`src/sv/snc_pkg.sv`:
```
package snc_pkg;

	localparam int MassWidth   = 16;
	localparam int CfgIdxWidth = 8;
	localparam int CfgWidth    = 16;
	localparam int CountWidth  = 11;
	localparam int CountMax    = 2047;
	localparam int DefMaxAtoms = 1024;
	localparam int DivSteps    = 33;
	localparam int DivCntWidth = 6;

	localparam logic [CfgIdxWidth-1:0] RegLambda   = 8'd0;
	localparam logic [CfgIdxWidth-1:0] RegZeroBand = 8'd1;

	localparam logic [CfgWidth-1:0] LambdaReset   = 16'd0;
	localparam logic [CfgWidth-1:0] ZeroBandReset = 16'd1;

	typedef struct packed {
		logic load;
		logic skip_clr;
		logic mul;
		logic eval;
		logic div_step;
		logic wb;
		logic finish;
	} snc_cmd_t;

	typedef struct packed {
		logic skip_pending;
		logic in_band;
		logic rd_zero;
		logic div_last;
		logic last;
		logic out_free;
	} snc_status_t;

endpackage

```
`src/sv/sturm_negative_count.sv`:
```
// Flow: an item with a full pivot passes multiply, evaluate, the 33-step radix-2
// reciprocal divider and write-back before in_ready returns; a pivot in the zero band
// or an exact zero pivot skips the divider, and a skipped item goes straight to finish.
// The result of a last item is valid the cycle after it ends; one item at a time.
// Reset: arst_n clears chain state, handshakes and sets lambda_value to 0, zero_band to 1.
module sturm_negative_count
	import snc_pkg::*;
#(
	parameter int MAX_ATOMS = DefMaxAtoms
) (
	input  logic                   clk,
	input  logic                   arst_n,
	input  logic                   in_valid,
	output logic                   in_ready,
	input  logic [MassWidth-1:0]   mass_ratio,
	input  logic                   last,
	output logic                   out_valid,
	input  logic                   out_ready,
	output logic [CountWidth-1:0]  negative_count,
	output logic                   saturated,
	input  logic                   cfg_valid,
	output logic                   cfg_ready,
	input  logic [CfgIdxWidth-1:0] cfg_index,
	input  logic [CfgWidth-1:0]    cfg_data
);

	snc_cmd_t    cmd;
	snc_status_t st;

	assign cfg_ready = 1'b1;

	snc_ctrl u_ctrl (
		.clk      (clk),
		.arst_n   (arst_n),
		.in_valid (in_valid),
		.in_ready (in_ready),
		.st       (st),
		.cmd      (cmd)
	);

	snc_datapath #(
		.MAX_ATOMS (MAX_ATOMS)
	) u_datapath (
		.clk            (clk),
		.arst_n         (arst_n),
		.cfg_valid      (cfg_valid),
		.cfg_index      (cfg_index),
		.cfg_data       (cfg_data),
		.mass_ratio     (mass_ratio),
		.last           (last),
		.cmd            (cmd),
		.st             (st),
		.out_valid      (out_valid),
		.out_ready      (out_ready),
		.negative_count (negative_count),
		.saturated      (saturated)
	);

endmodule

```
`src/sv/snc_ctrl.sv`:
```
module snc_ctrl
	import snc_pkg::*;
(
	input  logic        clk,
	input  logic        arst_n,
	input  logic        in_valid,
	output logic        in_ready,
	input  snc_status_t st,
	output snc_cmd_t    cmd
);

	typedef enum logic [5:0] {
		S_IDLE = 6'b000001,
		S_MUL  = 6'b000010,
		S_EVAL = 6'b000100,
		S_DIV  = 6'b001000,
		S_WB   = 6'b010000,
		S_FIN  = 6'b100000
	} state_t;

	state_t state_q, state_d;

	always_ff @(posedge clk or negedge arst_n) begin
		if (!arst_n) begin
			state_q <= S_IDLE;
		end else begin
			state_q <= state_d;
		end
	end

	always_comb begin
		state_d  = state_q;
		cmd      = '0;
		in_ready = 1'b0;
		unique case (state_q)
			S_IDLE: begin
				in_ready = 1'b1;
				if (in_valid) begin
					cmd.load = 1'b1;
					if (st.skip_pending) begin
						cmd.skip_clr = 1'b1;
						state_d      = S_FIN;
					end else begin
						state_d = S_MUL;
					end
				end
			end
			S_MUL: begin
				cmd.mul = 1'b1;
				state_d = S_EVAL;
			end
			S_EVAL: begin
				cmd.eval = 1'b1;
				if (st.in_band || st.rd_zero) begin
					state_d = S_FIN;
				end else begin
					state_d = S_DIV;
				end
			end
			S_DIV: begin
				cmd.div_step = 1'b1;
				if (st.div_last) begin
					state_d = S_WB;
				end
			end
			S_WB: begin
				cmd.wb  = 1'b1;
				state_d = S_FIN;
			end
			S_FIN: begin
				if (!st.last) begin
					state_d = S_IDLE;
				end else if (st.out_free) begin
					cmd.finish = 1'b1;
					state_d    = S_IDLE;
				end
			end
			default: begin
				state_d = S_IDLE;
			end
		endcase
	end

endmodule

```
`src/sv/snc_datapath.sv`:
```
module snc_datapath
	import snc_pkg::*;
#(
	parameter int MAX_ATOMS = DefMaxAtoms
) (
	input  logic                   clk,
	input  logic                   arst_n,
	input  logic                   cfg_valid,
	input  logic [CfgIdxWidth-1:0] cfg_index,
	input  logic [CfgWidth-1:0]    cfg_data,
	input  logic [MassWidth-1:0]   mass_ratio,
	input  logic                   last,
	input  snc_cmd_t               cmd,
	output snc_status_t            st,
	output logic                   out_valid,
	input  logic                   out_ready,
	output logic [CountWidth-1:0]  negative_count,
	output logic                   saturated
);

	localparam int CountCap = (MAX_ATOMS < CountMax) ? MAX_ATOMS : CountMax;

	logic [CfgWidth-1:0]    lambda_q, zero_band_q;
	logic [MassWidth-1:0]   mass_q;
	logic                   last_q;
	logic [31:0]            prod_q;
	logic [31:0]            r_q;
	logic                   skip_q;
	logic [CountWidth-1:0]  count_q;
	logic                   sat_q;
	logic [31:0]            div_d_q;
	logic                   neg_q;
	logic [31:0]            rem_q;
	logic [32:0]            quo_q;
	logic [DivCntWidth-1:0] cnt_q;
	logic                   out_valid_q;
	logic [CountWidth-1:0]  out_count_q;
	logic                   out_sat_q;

	logic signed [34:0] rd_full;
	logic        [31:0] rd_c;
	logic               rd_clip;
	logic               rd_neg;
	logic        [31:0] rd_mag;
	logic               in_band;
	logic               rd_zero;
	logic               bump_ok;
	logic        [32:0] shifted;
	logic               q_bit;
	logic        [31:0] rem_next;
	logic        [31:0] q_res;
	logic               q_clip;

	always_comb begin
		rd_full = $signed(35'h0_0002_0000)
			- $signed({11'b0, prod_q[31:8]})
			- $signed({{3{r_q[31]}}, r_q});
		rd_clip = 1'b0;
		rd_c    = rd_full[31:0];
		if (rd_full > $signed(35'h0_7FFF_FFFF)) begin
			rd_c    = 32'h7FFF_FFFF;
			rd_clip = 1'b1;
		end else if (rd_full < $signed(35'h7_8000_0000)) begin
			rd_c    = 32'h8000_0000;
			rd_clip = 1'b1;
		end
		rd_neg  = rd_c[31];
		rd_mag  = rd_neg ? (~rd_c + 32'd1) : rd_c;
		in_band = rd_mag < {16'b0, zero_band_q};
		rd_zero = (rd_c == 32'd0);
		bump_ok = count_q < CountWidth'(CountCap);
	end

	always_comb begin
		shifted  = {rem_q, (cnt_q == DivCntWidth'(DivSteps - 1))};
		q_bit    = shifted >= {1'b0, div_d_q};
		rem_next = q_bit ? 32'(shifted - {1'b0, div_d_q}) : shifted[31:0];
	end

	always_comb begin
		q_clip = 1'b0;
		if (!neg_q) begin
			q_res = quo_q[31:0];
			if (quo_q > 33'h0_7FFF_FFFF) begin
				q_res  = 32'h7FFF_FFFF;
				q_clip = 1'b1;
			end
		end else begin
			q_res = ~quo_q[31:0] + 32'd1;
			if (quo_q > 33'h0_8000_0000) begin
				q_res  = 32'h8000_0000;
				q_clip = 1'b1;
			end
		end
	end

	always_ff @(posedge clk or negedge arst_n) begin
		if (!arst_n) begin
			lambda_q    <= LambdaReset;
			zero_band_q <= ZeroBandReset;
		end else if (cfg_valid) begin
			unique case (cfg_index)
				RegLambda:   lambda_q    <= cfg_data;
				RegZeroBand: zero_band_q <= cfg_data;
				default: ;
			endcase
		end
	end

	always_ff @(posedge clk or negedge arst_n) begin
		if (!arst_n) begin
			r_q         <= '0;
			skip_q      <= 1'b0;
			count_q     <= '0;
			sat_q       <= 1'b0;
			out_valid_q <= 1'b0;
		end else begin
			if (cmd.skip_clr) begin
				skip_q <= 1'b0;
			end
			if (cmd.eval) begin
				if (rd_clip) begin
					sat_q <= 1'b1;
				end
				if ((in_band || rd_neg) && bump_ok) begin
					count_q <= count_q + 1'b1;
				end
				if (in_band) begin
					r_q    <= '0;
					skip_q <= 1'b1;
				end else if (rd_zero) begin
					r_q   <= 32'h7FFF_FFFF;
					sat_q <= 1'b1;
				end
			end
			if (cmd.wb) begin
				r_q <= q_res;
				if (q_clip) begin
					sat_q <= 1'b1;
				end
			end
			if (cmd.finish) begin
				r_q         <= '0;
				skip_q      <= 1'b0;
				count_q     <= '0;
				sat_q       <= 1'b0;
				out_valid_q <= 1'b1;
			end else if (out_ready) begin
				out_valid_q <= 1'b0;
			end
		end
	end

	always_ff @(posedge clk) begin
		if (cmd.load) begin
			mass_q <= mass_ratio;
			last_q <= last;
		end
		if (cmd.mul) begin
			prod_q <= 32'(mass_q) * 32'(lambda_q);
		end
		if (cmd.eval) begin
			div_d_q <= rd_mag;
			neg_q   <= rd_neg;
			rem_q   <= '0;
			quo_q   <= '0;
			cnt_q   <= DivCntWidth'(DivSteps - 1);
		end
		if (cmd.div_step) begin
			rem_q <= rem_next;
			quo_q <= {quo_q[31:0], q_bit};
			cnt_q <= cnt_q - 1'b1;
		end
		if (cmd.finish) begin
			out_count_q <= count_q;
			out_sat_q   <= sat_q;
		end
	end

	assign st.skip_pending = skip_q;
	assign st.in_band      = in_band;
	assign st.rd_zero      = rd_zero;
	assign st.div_last     = (cnt_q == '0);
	assign st.last         = last_q;
	assign st.out_free     = !out_valid_q || out_ready;

	assign out_valid      = out_valid_q;
	assign negative_count = out_count_q;
	assign saturated      = out_sat_q;

endmodule

```
`config.mk`:
```
export PLATFORM = sky130hd
export DESIGN_NAME = sturm_negative_count
export DESIGN_NICKNAME = d
export VERILOG_FILES = /design/src/sv/snc_pkg.sv /design/src/sv/sturm_negative_count.sv /design/src/sv/snc_ctrl.sv /design/src/sv/snc_datapath.sv
export SDC_FILE = /design/constraint.sdc
export NUM_CORES = 1
export LEC_CHECK = 0
export ABC_CLOCK_PERIOD_IN_PS = 17750
export BUFFER_PORTS_ARGS = -buffer_cell sky130_fd_sc_hd__buf_4
export CORE_MARGIN = 2
export CORE_UTILIZATION = 35
export DETAILED_ROUTE_END_ITERATION = 10
export REMOVE_ABC_BUFFERS = 1
export SLEW_MARGIN = 20
export SYNTH_ARGS = -nofsm -noshare
export SYNTH_HDL_FRONTEND = slang
export SYNTH_HIERARCHICAL = 1
export SYNTH_SLANG_ARGS = --single-unit
export TNS_END_PERCENT = 5
```
`constraint.sdc`:
```
create_clock -name clk -period 17.75 [get_ports clk]
set_input_delay 0 -clock clk [delete_from_list [all_inputs] [get_ports clk]]
set_output_delay 0 -clock clk [all_outputs]
set_load 0.05 [all_outputs]
```
==> results.sh <==
export IMPL_cap_violations=0
export IMPL_die_x_um=271
export IMPL_io_buffers=59
export IMPL_synth_top_cell_by_area="edfxtp_1"
export IMPL_worstSetupPathType="reg -> reg"
export IMPL_synth_edf_count=157
export IMPL_antenna_found_initial=0
export IMPL_grt_pass1_wl_mm=104
export IMPL_cts_made_buffers=29
export IMPL_drt_first_pass_iters=7
export IMPL_crit_start="u_datapath/prod_q[10]$_DFFE_PP_"
export IMPL_critPathRequiredTime_ns=18.22
export IMPL_synth_top_cell_area_share=0.189
export IMPL_place_congestion=0.913
export IMPL_num_vias=19700
export IMPL_clkTransAtPathRegs_ns=0.06
export IMPL_slowest_delay_ns=0.71
export IMPL_synth_area_per_cell_um2=9.08
export IMPL_p_leak_uw=0.0121
export IMPL_core_um2=70300
export IMPL_post_cts_buffers=0
export IMPL_ys_types=102
export IMPL_hold_class="in -> async"
export IMPL_p_int_uw=1330
export IMPL_min_period_ns=11.19
export IMPL_holdBufCountCts=42
export IMPL_synth_area_um2=24900
export IMPL_rows=97
export IMPL_status="completed"
export IMPL_cts_num_sinks=241
export IMPL_reg2reg_depth=43
export IMPL_post_cts_resized=0
export IMPL_startpoint_type="flop"
export IMPL_netlist_instances=2742
export IMPL_tightest_slew_ns=1.08
export IMPL_end_kind="flop"
export IMPL_grt_overflow_total=0
export IMPL_synth_seq_cells=241
export IMPL_rsz0062_at_grt="false"
export IMPL_cp_data_arrival_time_ns=11.65
export IMPL_drt_total_wl_mm=63.5
export IMPL_combPwrFrac=0.379
export IMPL_power_share_clock=0.278
export IMPL_grt_util_all_layers=0.174
export IMPL_final_hold_viol_count=0
export IMPL_drive_gt1_frac=0.0819
export IMPL_start_util=0.354
export IMPL_cp_slowest_cell="or2_2"
export IMPL_num_nets_final=3200
export IMPL_r2r_start="u_datapath/prod_q[10]$_DFFE_PP_"
export IMPL_n_antenna_cell=0
export IMPL_vias_per_cell=5.27
export IMPL_p_seq_frac=0.343
export IMPL_timing_rr_end="u_datapath/r_q[14]$_DFFE_PN0P_"
export IMPL_timing_hold_ws_ns=0.00735
export IMPL_async_flop_share=0.349
export IMPL_cts_root_buffer="clkbuf_16"
export IMPL_regArea_um2=6820
export IMPL_dominantRegCellSynth="edfxtp_1"
export IMPL_slew_headroom=0.282
export IMPL_sw_frac_of_total=0.385
export IMPL_switchingPower_uw=832
export IMPL_grt_pass1_vias=19200
export IMPL_yosys_top_cells_area="edfxtp_1 19%, fa_1 16%, ha_1 9.4%"
export IMPL_slew_viol_final=0
export IMPL_clock_path_buffers=3
export IMPL_ys_warn_count=6
export IMPL_pin_count=61
export IMPL_insertion_delay_ns=0.60
export IMPL_final_common_cell="inv_1"
export IMPL_ys_seq_area_frac=0.274
export IMPL_crit_top_cell="o21ai_0"
export IMPL_grt_max_degree=77
export IMPL_drt_iter0_drc=1454
export IMPL_fmaxAchievable_mhz=89.4
export IMPL_drc_errors=0
export IMPL_ir_worst_vdd_mv=0.0804
export IMPL_clock_skew_ns=0.0246
export IMPL_final_cell_mix="360 x inv_1, 316 x nand2_1, 195 x fa_1"
export IMPL_tns_ns=0
export IMPL_power_density_nw_per_um2=78.3
export IMPL_area_delta_synth_final_pct=10.9
export IMPL_final_antenna_net_count=0
export IMPL_multiInputGateArea_um2=16200
export IMPL_wl_per_cell_um=17.0
export IMPL_fill_cells=7040
export IMPL_fin_crit_sh=0.630
export IMPL_r2r_setup_slack_ns=6.56
export IMPL_cts_tree="yes"
export IMPL_dp_hpwl_mm=47.3
export IMPL_die_h_um=271
export IMPL_setup_viol=0
export IMPL_h_tree_depth=1
export IMPL_worst_path_max_fanout=34
export IMPL_die_area_um2=73300
[metal layers]
metal	wire (um)	global-route usage	vias to the layer above
met3	2220	0.0164	97
met5	0	0	-
met1	29700	0.245	9643
met2	29800	0.284	427
met4	1670	0.0455	0
li1	-	-	9514
[through the flow]
| step | total power [uW] | area [um^2] | utilization | worst slack (ns) | cells |
|---|---|---|---|---|---|
| after global placement | 1550 | 26200 | 0.373 | 6.78 | 3638 |
| after global routing | 2310 | 27600 | 0.393 | 5.62 | 3735 |
| after detailed placement | 1550 | 26200 | 0.373 | 6.63 | 3638 |
| after CTS | 2170 | 27600 | 0.393 | 6.63 | 3734 |
| final | 2160 | 27600 | 0.393 | 6.56 | 3735 |
| after floorplan | 1310 | 24300 | - | 6.21 | 2612 |
[final cells by class]
cell class	count	share of cell area
Sequential cell	241	0.247
Clock buffer	45	0.0326
Inverter	361	0.0491
Tap cell	940	0.0426
Timing Repair Buffer	129	0.0396
Multi-Input combinational cell	2010	0.587
Clock inverter	9	0.00236
[worst max-delay path: cells and delay by family (launching register included)]
kind / cells / cell delay, ns
DFF: 1 / 0.44
and+or+nand+nor: 21 / 5.76
adders and majority gates: 3 / 1.05
buffers and inverters: 2 / 0.41
AOI/OAI and AO/OA: 17 / 3.37
[cell usage after synthesis, types with 29 or more instances]
library cell and count:
a21o_1 29, mux2_2 33, nand4_1 30, dfrtp_1 82, xor2_1 37, clkbuf_1 95
nand2_1 316, nand3_1 44, nor2_1 175, nor3_1 64, inv_1 360, ha_1 187
a21oi_1 105, and2_1 139, xnor2_1 57, fa_1 195, a32o_1 32, edfxtp_1 157
or3_1 34, o21ai_0 99, nor2b_1 29
[power groups by stage]
stage	registers [uW]	logic [uW]	clock network (uW)
3_3_place_gp	751	800	0
5_1_grt	749	921	637
4_1_cts	741	813	617
3_5_place_dp	751	800	0
6_report	742	819	601
2_1_floorplan	722	591	0
[cells by family after synthesis]
family	after synthesis	synth area share
and+or+nand+nor	960	0.192
AOI/OAI and AO/OA	507	0.145
buffers and inverters	491	0.0769
adders and majority gates	383	0.251
DFF	241	0.274
xor gates and xnor gates	94	0.0331
muxes	65	0.0281
other	1	0.000151
[state kept, by name (all words and copies together) (netlist names), 16 cells and up]
| name | flops |
|---|---|
| u_datapath/rem_q | 32 |
| u_datapath/r_q | 32 |
| u_datapath/quo_q | 33 |
| u_datapath/zero_band_q | 16 |
| u_datapath/prod_q | 24 |
| u_datapath/mass_q | 16 |
| u_datapath/lambda_q | 16 |
| u_datapath/div_d_q | 32 |
[worst max path at each step]
stage / cells past startpoint / end / slack [ns]
CTS: 42 / u_datapath/count_q[3]$_DFFE_PN0P_ / 6.63
floorplan: 39 / u_datapath/r_q[0]$_DFFE_PN0P_ / 6.21
global route: 42 / u_datapath/count_q[3]$_DFFE_PN0P_ / 5.62
global placement: 42 / u_datapath/count_q[3]$_DFFE_PN0P_ / 6.78
finish: 43 / u_datapath/r_q[14]$_DFFE_PN0P_ / 6.56
detailed placement: 42 / u_datapath/count_q[3]$_DFFE_PN0P_ / 6.63
(Power assumes the default switching activity.)
